$ cat config.mk
export PLATFORM = sky130hd
export DESIGN_NAME = legged_gait_phase_generator_core
export DESIGN_NICKNAME = d
export VERILOG_FILES = /design/src/sv/lgpg_pkg.sv /design/src/sv/legged_gait_phase_generator_core.sv
export SDC_FILE = /design/constraint.sdc
export NUM_CORES = 1
export LEC_CHECK = 0
export BUFFER_PORTS_ARGS = -buffer_cell sky130_fd_sc_hd__buf_2
export CAP_MARGIN = 20
export CORE_AREA = 2 2 301 303
export CTS_BUF_LIST = sky130_fd_sc_hd__clkbuf_4 sky130_fd_sc_hd__clkbuf_8
export CTS_CLUSTER_SIZE = 40
export DETAILED_ROUTE_END_ITERATION = 7
export DIE_AREA = 0 0 303 305
export SLEW_MARGIN = 20
export SYNTH_ARGS = -nofsm -noshare
export SYNTH_HDL_FRONTEND = slang
export SYNTH_SLANG_ARGS = --single-unit
$ cat constraint.sdc
create_clock -name clk -period 6.95 [get_ports clk]
set_input_delay 1.0425 -clock clk [delete_from_list [all_inputs] [get_ports clk]]
set_output_delay 1.0425 -clock clk [all_outputs]
set_load 0.03 [all_outputs]
$ cat src/sv/lgpg_pkg.sv
package lgpg_pkg;

  // field widths
  localparam int CFG_W       = 24;
  localparam int ADV_W       = 16;
  localparam int OUT_PHASE_W = 16;
  localparam int OUT_LEGS    = 4;
  localparam int IDX_W       = 3;

  // dividend of the gait clock reduction: time plus advance
  localparam int DVD_W = CFG_W + 1;

  // register indexes
  localparam logic [IDX_W-1:0] REG_PERIOD  = 3'd0;
  localparam logic [IDX_W-1:0] REG_STANCE  = 3'd1;
  localparam logic [IDX_W-1:0] REG_OFFSET0 = 3'd2;
  localparam logic [IDX_W-1:0] REG_OFFSET1 = 3'd3;
  localparam logic [IDX_W-1:0] REG_OFFSET2 = 3'd4;
  localparam logic [IDX_W-1:0] REG_OFFSET3 = 3'd5;

  // gait modes
  localparam logic [1:0] MODE_WAVE   = 2'd0;
  localparam logic [1:0] MODE_SWING  = 2'd1;
  localparam logic [1:0] MODE_STANCE = 2'd2;

  // register reset values
  localparam logic [CFG_W-1:0] PERIOD_RST  = 24'd400000;
  localparam logic [CFG_W-1:0] STANCE_RST  = 24'd200000;
  localparam logic [CFG_W-1:0] OFFSET0_RST = 24'd0;
  localparam logic [CFG_W-1:0] OFFSET1_RST = 24'd200000;
  localparam logic [CFG_W-1:0] OFFSET2_RST = 24'd200000;
  localparam logic [CFG_W-1:0] OFFSET3_RST = 24'd0;

  localparam logic [CFG_W-1:0] PERIOD_MIN = 24'd2;
  localparam logic [CFG_W-1:0] STANCE_MIN = 24'd1;

endpackage

$ cat src/sv/legged_gait_phase_generator_core.sv
// One request is worked on at a time.
// The gait clock is reduced modulo the period by a bit-serial remainder unit,
// then each leg takes one quotient bit per cycle on a shared divider.
// Reset (synchronous, active high) restores default registers, zeroes the gait
// time, contacts and pending switches, and sets held phases to half and the
// previous mode to swing.
module legged_gait_phase_generator_core #(
  parameter int LEG_COUNT  = 4,
  parameter int PHASE_BITS = 16
) (
  input  logic                                clk,
  input  logic                                rst,
  // configuration
  input  logic                                cfg_write,
  input  logic [lgpg_pkg::IDX_W-1:0]          cfg_index,
  input  logic [lgpg_pkg::CFG_W-1:0]          cfg_data,
  // request channel
  input  logic                                in_valid,
  output logic                                in_ready,
  input  logic [1:0]                          mode,
  input  logic [lgpg_pkg::ADV_W-1:0]          advance_us,
  // result channel
  output logic                                out_valid,
  input  logic                                out_ready,
  output logic [lgpg_pkg::OUT_PHASE_W-1:0]    leg0_phase,
  output logic [lgpg_pkg::OUT_PHASE_W-1:0]    leg1_phase,
  output logic [lgpg_pkg::OUT_PHASE_W-1:0]    leg2_phase,
  output logic [lgpg_pkg::OUT_PHASE_W-1:0]    leg3_phase,
  output logic [lgpg_pkg::OUT_LEGS-1:0]       contact_mask
);

  localparam int LW    = (LEG_COUNT > 1) ? $clog2(LEG_COUNT) : 1;
  localparam int W     = lgpg_pkg::CFG_W;
  localparam int DW    = lgpg_pkg::DVD_W;
  localparam int CNT_W = $clog2((PHASE_BITS > DW) ? PHASE_BITS : DW);
  localparam int OPW   = lgpg_pkg::OUT_PHASE_W;
  localparam logic [PHASE_BITS-1:0] PHASE_HALF = {1'b1, {(PHASE_BITS-1){1'b0}}};
  localparam logic [LW-1:0]    LEG_LAST  = LW'(LEG_COUNT - 1);
  localparam logic [CNT_W-1:0] MOD_LAST  = CNT_W'(DW - 1);
  localparam logic [CNT_W-1:0] DIV_LAST  = CNT_W'(PHASE_BITS - 1);

  typedef enum logic [3:0] {
    S_IDLE, S_MOD, S_SETUP, S_OFF, S_TIME, S_PREP, S_DIV, S_LEG, S_DONE
  } state_t;

  // configuration registers
  logic [W-1:0] cfg_period;
  logic [W-1:0] cfg_stance;
  logic [W-1:0] cfg_off [4];

  // gait state
  logic [W-1:0]            gait_time;
  logic [1:0]              prev_mode;
  logic [LEG_COUNT-1:0]    held_contact;
  logic [PHASE_BITS-1:0]   held_phase [LEG_COUNT];
  logic [LEG_COUNT-1:0]    pending;

  // working registers
  state_t                  state;
  logic [1:0]              mode_r;
  logic [W-1:0]            p_r;
  logic [W-1:0]            s_r;
  logic [DW-1:0]           dvd;
  logic [W-1:0]            rem;
  logic [W-1:0]            den;
  logic [PHASE_BITS-1:0]   quo;
  logic [CNT_W-1:0]        cnt;
  logic                    chg;
  logic                    pend_on;
  logic [LW-1:0]           leg;
  logic [W-1:0]            off_r;
  logic [W-1:0]            t_r;
  logic                    ct_w;
  logic [PHASE_BITS-1:0]   work_ph [LEG_COUNT];
  logic [LEG_COUNT-1:0]    work_ct;

  // combinational helpers
  logic [W-1:0]            p_clamp;
  logic [W-1:0]            s_low;
  logic [W-1:0]            s_clamp;
  logic [1:0]              mode_in;
  logic [DW-1:0]           rem_sh;
  logic [DW-1:0]           rem_sub;
  logic [DW-1:0]           div_sh;
  logic [DW-1:0]           div_sub;
  logic [2:0]              leg_x;
  logic [W-1:0]            off_sel;
  logic [DW-1:0]           t_wrap;
  logic [PHASE_BITS:0]     cur_eval;
  logic [PHASE_BITS:0]     prev_eval;
  logic                    h_ct;
  logic [PHASE_BITS-1:0]   h_ph;
  logic                    o_ct;
  logic [PHASE_BITS-1:0]   o_ph;
  logic [OPW-1:0]          phase_fin [lgpg_pkg::OUT_LEGS];
  logic [lgpg_pkg::OUT_LEGS-1:0] ct_fin;

  // contact and phase of one leg under a given mode
  function automatic logic [PHASE_BITS:0] eval_leg(input logic [1:0] m, input logic wct,
                                                   input logic [PHASE_BITS-1:0] wph);
    logic [PHASE_BITS:0] r;
    unique case (m)
      lgpg_pkg::MODE_SWING:  r = {1'b0, PHASE_HALF};
      lgpg_pkg::MODE_STANCE: r = {1'b1, PHASE_HALF};
      default:               r = {wct, wph};
    endcase
    return r;
  endfunction

  // period and stance clamping
  always_comb begin
    p_clamp = (cfg_period < lgpg_pkg::PERIOD_MIN) ? lgpg_pkg::PERIOD_MIN : cfg_period;
    s_low   = (cfg_stance < lgpg_pkg::STANCE_MIN) ? lgpg_pkg::STANCE_MIN : cfg_stance;
    s_clamp = (s_low > p_clamp - W'(1)) ? p_clamp - W'(1) : s_low;
    mode_in = (mode == lgpg_pkg::MODE_SWING || mode == lgpg_pkg::MODE_STANCE) ?
              mode : lgpg_pkg::MODE_WAVE;
  end

  // bit-serial remainder and quotient steps
  always_comb begin
    rem_sh  = {rem, dvd[DW-1]};
    rem_sub = rem_sh - {1'b0, p_r};
    div_sh  = {rem, 1'b0};
    div_sub = div_sh - {1'b0, den};
  end

  // leg offset selection and offset time
  always_comb begin
    leg_x   = 3'(leg);
    off_sel = leg_x[2] ? '0 : cfg_off[leg_x[1:0]];
    t_wrap  = {1'b0, gait_time} + {1'b0, p_r} - {1'b0, off_r};
  end

  // per-leg mode resolution and switch hold
  always_comb begin
    cur_eval  = eval_leg(mode_r, ct_w, quo);
    prev_eval = eval_leg(prev_mode, ct_w, quo);
    h_ct = held_contact[leg];
    h_ph = held_phase[leg];
    if (chg) begin
      h_ct = prev_eval[PHASE_BITS];
      h_ph = prev_eval[PHASE_BITS-1:0];
      if (mode_r == lgpg_pkg::MODE_STANCE && prev_mode == lgpg_pkg::MODE_SWING) begin
        h_ct = 1'b1;
      end else if (mode_r == lgpg_pkg::MODE_SWING && prev_mode == lgpg_pkg::MODE_STANCE) begin
        h_ct = 1'b0;
      end
    end
    o_ct = cur_eval[PHASE_BITS];
    o_ph = cur_eval[PHASE_BITS-1:0];
    if (pend_on && (o_ct != h_ct)) begin
      o_ct = h_ct;
      o_ph = h_ph;
    end
  end

  // visible legs, phase cut to the port width
  for (genvar k = 0; k < lgpg_pkg::OUT_LEGS; k++) begin : g_fin
    if (k < LEG_COUNT) begin : g_leg
      logic [PHASE_BITS+OPW-1:0] ext;
      assign ext          = {{OPW{1'b0}}, work_ph[k]};
      assign phase_fin[k] = ext[OPW-1:0];
      assign ct_fin[k]    = work_ct[k];
    end else begin : g_none
      assign phase_fin[k] = '0;
      assign ct_fin[k]    = 1'b0;
    end
  end

  assign in_ready = (state == S_IDLE);

  // configuration writes
  always_ff @(posedge clk) begin
    if (rst) begin
      cfg_period <= lgpg_pkg::PERIOD_RST;
      cfg_stance <= lgpg_pkg::STANCE_RST;
      cfg_off[0] <= lgpg_pkg::OFFSET0_RST;
      cfg_off[1] <= lgpg_pkg::OFFSET1_RST;
      cfg_off[2] <= lgpg_pkg::OFFSET2_RST;
      cfg_off[3] <= lgpg_pkg::OFFSET3_RST;
    end else if (cfg_write) begin
      unique case (cfg_index)
        lgpg_pkg::REG_PERIOD:  cfg_period <= cfg_data;
        lgpg_pkg::REG_STANCE:  cfg_stance <= cfg_data;
        lgpg_pkg::REG_OFFSET0: cfg_off[0] <= cfg_data;
        lgpg_pkg::REG_OFFSET1: cfg_off[1] <= cfg_data;
        lgpg_pkg::REG_OFFSET2: cfg_off[2] <= cfg_data;
        lgpg_pkg::REG_OFFSET3: cfg_off[3] <= cfg_data;
        default: ;
      endcase
    end
  end

  // sequencer, gait state and result registers
  always_ff @(posedge clk) begin
    if (rst) begin
      state        <= S_IDLE;
      gait_time    <= '0;
      prev_mode    <= lgpg_pkg::MODE_SWING;
      held_contact <= '0;
      pending      <= '0;
      for (int i = 0; i < LEG_COUNT; i++) begin
        held_phase[i] <= PHASE_HALF;
      end
      out_valid    <= 1'b0;
    end else begin
      // result taken; the hand-over state refills the slot itself
      if (out_valid && out_ready && state != S_DONE) begin
        out_valid <= 1'b0;
      end
      unique case (state)
        // take a request and latch the clamped configuration
        S_IDLE: begin
          if (in_valid) begin
            mode_r <= mode_in;
            p_r    <= p_clamp;
            s_r    <= s_clamp;
            dvd    <= {1'b0, gait_time} + DW'(advance_us);
            rem    <= '0;
            cnt    <= '0;
            state  <= S_MOD;
          end
        end
        // gait clock modulo period, one dividend bit per cycle
        S_MOD: begin
          if (rem_sh >= {1'b0, p_r}) begin
            rem <= rem_sub[W-1:0];
          end else begin
            rem <= rem_sh[W-1:0];
          end
          dvd <= {dvd[DW-2:0], 1'b0};
          cnt <= cnt + CNT_W'(1);
          if (cnt == MOD_LAST) begin
            state <= S_SETUP;
          end
        end
        // store gait time and open a switch if the mode changed
        S_SETUP: begin
          gait_time <= rem;
          chg       <= (mode_r != prev_mode);
          pend_on   <= (mode_r != prev_mode) || (|pending);
          if ((mode_r != prev_mode) && !(|pending)) begin
            pending <= '1;
          end
          leg   <= '0;
          state <= S_OFF;
        end
        // offset clamped to the period
        S_OFF: begin
          off_r <= (off_sel > p_r) ? p_r : off_sel;
          state <= S_TIME;
        end
        // offset time within the period
        S_TIME: begin
          if (gait_time >= off_r) begin
            t_r <= gait_time - off_r;
          end else begin
            t_r <= t_wrap[W-1:0];
          end
          state <= S_PREP;
        end
        // pick stance or swing fraction
        S_PREP: begin
          ct_w <= (t_r < s_r);
          if (t_r < s_r) begin
            rem <= t_r;
            den <= s_r;
          end else begin
            rem <= t_r - s_r;
            den <= p_r - s_r;
          end
          quo   <= '0;
          cnt   <= '0;
          state <= S_DIV;
        end
        // restoring division, one quotient bit per cycle
        S_DIV: begin
          if (div_sh >= {1'b0, den}) begin
            rem <= div_sub[W-1:0];
            quo <= {quo[PHASE_BITS-2:0], 1'b1};
          end else begin
            rem <= div_sh[W-1:0];
            quo <= {quo[PHASE_BITS-2:0], 1'b0};
          end
          cnt <= cnt + CNT_W'(1);
          if (cnt == DIV_LAST) begin
            state <= S_LEG;
          end
        end
        // resolve the leg against held values
        S_LEG: begin
          held_contact[leg] <= h_ct;
          held_phase[leg]   <= h_ph;
          if (pend_on && (cur_eval[PHASE_BITS] == h_ct)) begin
            pending[leg] <= 1'b0;
          end
          work_ct[leg] <= o_ct;
          work_ph[leg] <= o_ph;
          if (leg == LEG_LAST) begin
            state <= S_DONE;
          end else begin
            leg   <= leg + LW'(1);
            state <= S_OFF;
          end
        end
        // hand over the result once the output slot is free
        S_DONE: begin
          if (!out_valid || out_ready) begin
            leg0_phase   <= phase_fin[0];
            leg1_phase   <= phase_fin[1];
            leg2_phase   <= phase_fin[2];
            leg3_phase   <= phase_fin[3];
            contact_mask <= ct_fin;
            out_valid    <= 1'b1;
            if (pend_on && !(|pending)) begin
              prev_mode <= mode_r;
            end
            state <= S_IDLE;
          end
        end
        default: state <= S_IDLE;
      endcase
    end
  end

endmodule
## After elaboration in Yosys (flattened, before gate mapping)

Memory sizes are Yosys's and may differ from the RTL's. A register that Yosys moved wholly into a read port is not among the register bits.
Index checks and enable logic that the tools add are counted.

| word-level totals | value |
|---|---|
| register bits | 292 |
| RAM bits | 224 |
| output and inout bits | 70 |
| memories | 3 |
| logic and storage cells | 204 |
| input bits | 50 |

| cells by class | value |
|---|---|
| order comparisons | 10 |
| bitwise operators | 7 |
| add/subtract/negate cells | 11 |
| reductions and logical operators | 41 |
| eq/ne operators | 33 |
| muxes and demuxes | 75 |

Memory list:

| memory | words | bits a word | rd ports | clocked after Yosys merged registers in | wr ports | line | text |
|---|---|---|---|---|---|---|---|
| cfg_off | 4 | 24 | 1 | 1 | 4 | legged_gait_phase_generator_core.sv:49 | `logic [W-1:0] cfg_off [4];` |
| held_phase | 4 | 16 | 1 | 1 | 4 | legged_gait_phase_generator_core.sv:55 | `logic [PHASE_BITS-1:0] held_phase [LEG_COUNT];` |
| work_ph | 4 | 16 | 4 | 4 | 1 | legged_gait_phase_generator_core.sv:74 | `logic [PHASE_BITS-1:0] work_ph [LEG_COUNT];` |

Operators by type and width:

| kind | count |
|---|---|
| 24-bit 2-to-1 mux | 14 |
| 24-bit subtractor | 6 |
| 24-bit case mux with 4 select lines | 1 |
| 17-bit case mux with 2 select lines | 2 |
| 25-bit by 24-bit greater-or-equal comparator with 1-bit output | 2 |
| 25-bit case mux with 2 select lines | 1 |
| 24-bit greater-than comparator | 2 |
| 16-bit 2-to-1 mux | 3 |
| 4-bit case mux with 9 select lines | 1 |
| 1-bit 2-to-1 mux | 32 |
| 16-bit case mux with 2 select lines | 1 |
| 4-bit 2-to-1 mux | 7 |
| 24-bit by 16-bit adder with 25-bit output | 1 |
| 25-bit 2-to-1 mux | 1 |
| 24-bit adder | 1 |
| 24-bit greater-or-equal comparator | 1 |
| 24-bit by 1-bit < comparator with 1-bit output (second input constant) | 1 |
| 24-bit by 2-bit < comparator with 1-bit output (second input constant) | 1 |
| 24-bit < comparator | 1 |
| 3-bit AND reduction | 8 |
| 24-bit by 1-bit subtractor with 24-bit output (second input constant) | 1 |
| 4-bit by 3-bit equality test with 1-bit output (second input constant) | 4 |
| 2-bit AND reduction | 8 |
| 16-bit OR reduction | 1 |
| other kinds (42) | 76 |

## Depth between registers and ports, before layout

| logic depth | value |
|---|---|
| depth in word-level cells | 9 |
| mapped depth | 21 |
| depth with buffers taken out | 20 |

## Worst setup path after synthesis

Ideal clock, no wire load.

| path | value |
|---|---|
| kind | input port to flip-flop |
| start | in rst |
| end | reg contact_mask[0] in the netlist's numbering, enable pin |
| arrival | 6.392 ns |
| slack | -0.034 ns |
| setup time | 0.592 ns |
| buffers on the path | 2 |
| cell stages on the path | 3 |
| data required time | 6.358 ns |
| path through | clkbuf_1 -> clkbuf_1 -> nor3b_1 |

| on the way | value |
|---|---|
| word-level cells in the longest chain between the ends | 2 |

Ends and longest elaborated chain:

| element | line | text |
|---|---|---|
| from (decl) | legged_gait_phase_generator_core.sv:12 | `input logic rst,` |
| 1-bit NOT (no line) | -- |  |
| 3-bit AND reduction (no line) | -- |  |
| to (signal assigned) | legged_gait_phase_generator_core.sv:313 | `contact_mask <= ct_fin;` |
| to (decl) | legged_gait_phase_generator_core.sv:29 | `output logic [lgpg_pkg::OUT_LEGS-1:0] contact_mask` |

Every way passes these cells.
A chain may end at the register's enable or synchronous reset.

## Worst setup path after layout

| path | value |
|---|---|
| start | reg cfg_period[2] |
| end | reg s_r[6] (data pin) |

| on the way | value |
|---|---|
| word-level cells in the longest chain between the ends | 5 |

Ends and longest elaborated chain:

| element | line | text |
|---|---|---|
| from (decl) | legged_gait_phase_generator_core.sv:47 | `logic [W-1:0] cfg_period;` |
| from (signal assigned) | legged_gait_phase_generator_core.sv:175 | `cfg_period <= lgpg_pkg::PERIOD_RST;` |
| from (signal assigned) | legged_gait_phase_generator_core.sv:183 | `lgpg_pkg::REG_PERIOD: cfg_period <= cfg_data;` |
| 24-bit by 2-bit < comparator with 1-bit output | legged_gait_phase_generator_core.sv:112 | `p_clamp = (cfg_period < lgpg_pkg::PERIOD_MIN) ? lgpg_pkg::PERIOD_MIN : cfg_period;` |
| 24-bit 2-to-1 mux (*) | legged_gait_phase_generator_core.sv:112 |  |
| 24-bit by 1-bit subtractor with 24-bit output (*) | legged_gait_phase_generator_core.sv:114 | `s_clamp = (s_low > p_clamp - W'(1)) ? p_clamp - W'(1) : s_low;` |
| 24-bit greater-than comparator | legged_gait_phase_generator_core.sv:114 |  |
| 24-bit 2-to-1 mux (*) | legged_gait_phase_generator_core.sv:114 |  |
| named net s_clamp[6] | legged_gait_phase_generator_core.sv:80 | `logic [W-1:0] s_clamp;` |
| to (signal assigned) | legged_gait_phase_generator_core.sv:217 | `s_r <= s_clamp;` |
| to (decl) | legged_gait_phase_generator_core.sv:62 | `logic [W-1:0] s_r;` |

Mark *: on every way through the listed nets, which the timed path passes. The rest lies on a longest branch.

==> flow_summary.json <==
{
  "grt_pass1_vias": 23100,
  "async_flop_share": 0,
  "place_congestion": 0.906,
  "drc": 3,
  "cts.htree.levels": 3,
  "area_delta_synth_final_pct": 12.3,
  "finalSetupViolCount": 0,
  "grt_pass1_wl_mm": 135,
  "wl_per_cell_um": 19.5,
  "required_ns": 7.52,
  "cp-start-kind": "register",
  "ys_ff_latch": 582,
  "clock_sinks": 582,
  "yosysWarningCount": 0,
  "gr-max-usage-layer": "met2",
  "drtIter0Drc": 1668,
  "cp-end-kind": "register",
  "clk_path_buf_depth": 3,
  "synth_most_common_cell": "edfxtp_1",
  "synth_nets": 3445,
  "violations": "DRC",
  "overflow": 0,
  "core_area_mm2": 0.0893,
  "pwr-share-clk": 0.300,
  "dieArea_mm2": 0.0924,
  "port_buffers": 119,
  "power.density_mw_per_mm2": 302,
  "die_height_um": 305,
  "clk_latency_ns": 0.76,
  "grt_max_degree": 69,
  "cts_tree": "yes",
  "fin_crit_sh": 0.762,
  "synth_edf_count": 493,
  "postRouteWirelength_mm": 88.0,
  "cpPeakStageDelay_ns": 0.58,
  "swShare": 0.339,
  "cp_cell_sequence": "or4_4, or4_4, nor4_4, nand2_2, or2_4, o21ai_1, ha_1, inv_1, or3_1, xor2_1, ha_1, a21o_1, a21o_1, a21o_1, a21oi_1, o21ai_0, nand2_1, a22oi_2, buf_4, mux2i_1",
  "dp_hpwl_mm": 65.7,
  "drive_gt1_frac": 0.134,
  "power_frac_comb": 0.304,
  "yosys.area.top_type_share": 0.441,
  "hold_buffers": 0,
  "yosysSeqAreaShare": 0.495,
  "maxSlewHeadroom": 0.240,
  "start_util": 0.375,
  "slowest_stage": "or4_4",
  "layout.nets": 3546,
  "postCtsResizedCells": 0,
  "power.switching_mw": 3.86,
  "min_period_ns": 5.30,
  "yosysTopAreaCell": "edfxtp_1",
  "setup-tns-final_ns": 0,
  "io_pins": 120,
  "worst_pin_slew_ns": 1.14,
  "die_x_um": 303,
  "power_frac_seq": 0.396,
  "vdd_drop_max_uv": 147,
  "critPathArrivalTime_ns": 5.87,
  "cts_setup_buffers": 0,
  "grt_usage": 0.189,
  "crit_type": "register to register",
  "finalPower_mw": 11.4,
  "dpl_cell_area_mm2": 0.0354,
  "cts_root_buf": "clkbuf_8",
  "hold_violations": 0,
  "dr.pass1.iters": 7,
  "max_freq_mhz": 189,
  "fin_skew_ns": 0.0836,
  "ys.flop_type": "edfxtp_1",
  "path_max_fanout": 23,
  "num_vias": 23600,
  "hold_ws_ns": 0.403,
  "crit_family": "simple AND/OR/NAND/NOR gates",
  "fin_area_mm2": 0.0377,
  "antenna_left": 0,
  "finish.utilization": 0.422,
  "fillers": 8571,
  "crit_buf_inv": 2,
  "rsz0062_at_grt": "no",
  "setup_ws_ns": 1.65,
  "cts.clk_slew.worst_paths_ns": 0.06,
  "synth_area_mm2": 0.0335,
  "antenna_found_initial": 1,
  "stdcell_count": 4510,
  "std_cell_rows": 110,
  "p_int_mw": 7.52,
  "dp.cells": 4322,
  "maxCapViolCount": 0,
  "maxSlewViolCount": 0,
  "leakagePower_nw": 14.6,
  "viasPerCell": 5.23,
  "status": "complete, but fails checks",
  "synth_top_cells_by_area": "edfxtp_1 (44%), ha_1 (8.2%), dfxtp_1 (5.3%)",
  "use_met1": 0.283,
  "synth.distinct_cells": 81,
  "syn_inst": 3147,
  "yosys-top-cells-count": "edfxtp_1 (493), nand2_1 (314), a21oi_1 (237), inv_1 (234), ha_1 (219)",
  "pre_cts_ws_ns": 1.67,
  "cpMostUsedCell": "a21o_1",
  "worstHoldPathType": "register to register",
  "cts_buffers": 99,
  "use_met3": 0.0293,
  "use_met2": 0.286,
  "synth_area_per_cell_um2": 10.7
}
## state kept, by name, indices dropped and copies added, names as in the netlist, 25 cells and up, named ones only
register    cells
cfg_off        96
dvd            25
held_phase     64
work_ph        64
## metal layers
layer  routed length [µm]  part of all wire
met4                 1470             0.017
met3                 5300             0.060
met2                38600              0.44
met5                    0                 0
met1                42600              0.48
## worst register-to-register path, cell delays in order, from the launching register on
cell     delay (ns)
dfxtp_1        0.37
or4_4          0.58
or4_4          0.47
nor4_4         0.31
nand2_2        0.09
or2_4          0.27
o21ai_1        0.23
ha_1           0.27
inv_1          0.13
or3_1          0.38
xor2_1         0.16
ha_1           0.31
a21o_1         0.12
a21o_1         0.11
a21o_1         0.11
a21oi_1        0.06
o21ai_0        0.18
nand2_1        0.09
a22oi_2        0.23
buf_4          0.40
mux2i_1        0.28
## layout make-up
cell class,instances,area [µm²],area share
sequential,582,16600,0.440
multi-input combinational,2183,15700,0.416
clock buffer,152,1890,0.0501
tap,1176,1470,0.0391
inverter,236,887,0.0236
timing repair buffer,146,821,0.0218
clock inverter,34,343,0.00910
antenna,1,2.50,0.0000664
## power groups by stage
stage          combinational (mW)  clock, mW  sequential, mW
4_1_cts                      3.46       3.48            4.50
3_3_place_gp                 3.42          0            4.57
6_report                     3.47       3.41            4.51
5_1_grt                      3.86       3.64            4.54
3_5_place_dp                 3.43          0            4.57
2_1_floorplan                2.57          0            4.54
## path summary, 6_finish.rpt
check	cells after the start	start	end	slack [ns]
setup / recovery	20	cfg_period[2]$_SDFFE_PP0P_	s_r[6]$_DFFE_PP_	1.65
hold / removal	0	work_ph[0][15]$_DFFE_PP_	leg0_phase[15]$_DFFE_PP_	0.40
setup reg to reg	20	cfg_period[2]$_SDFFE_PP0P_	s_r[6]$_DFFE_PP_	1.65
hold reg to reg	0	work_ph[0][15]$_DFFE_PP_	leg0_phase[15]$_DFFE_PP_	0.40
## placed cells by master, fill, tap and decap left out, drive strengths merged, types with 60 or more instances in the layout
cell	n
a21o	61
a21oi	237
and2	116
buf	146
clkbuf	152
dfxtp	89
edfxtp	493
ha	219
inv	241
nand2	316
nor2	211
o21ai	144
xnor2	91
xor2	60
## kinds of logic after synthesis
group	count (synthesis)	synth area share
AOI/OAI and AO/OA	700	0.131
and+or+nand+nor	963	0.140
adders and majority gates	248	0.0990
DFF	582	0.495
xor gates and xnor gates	151	0.0397
buffers and inverters	382	0.0433
muxes	121	0.0524
Power figures use the tool's default switching activity.
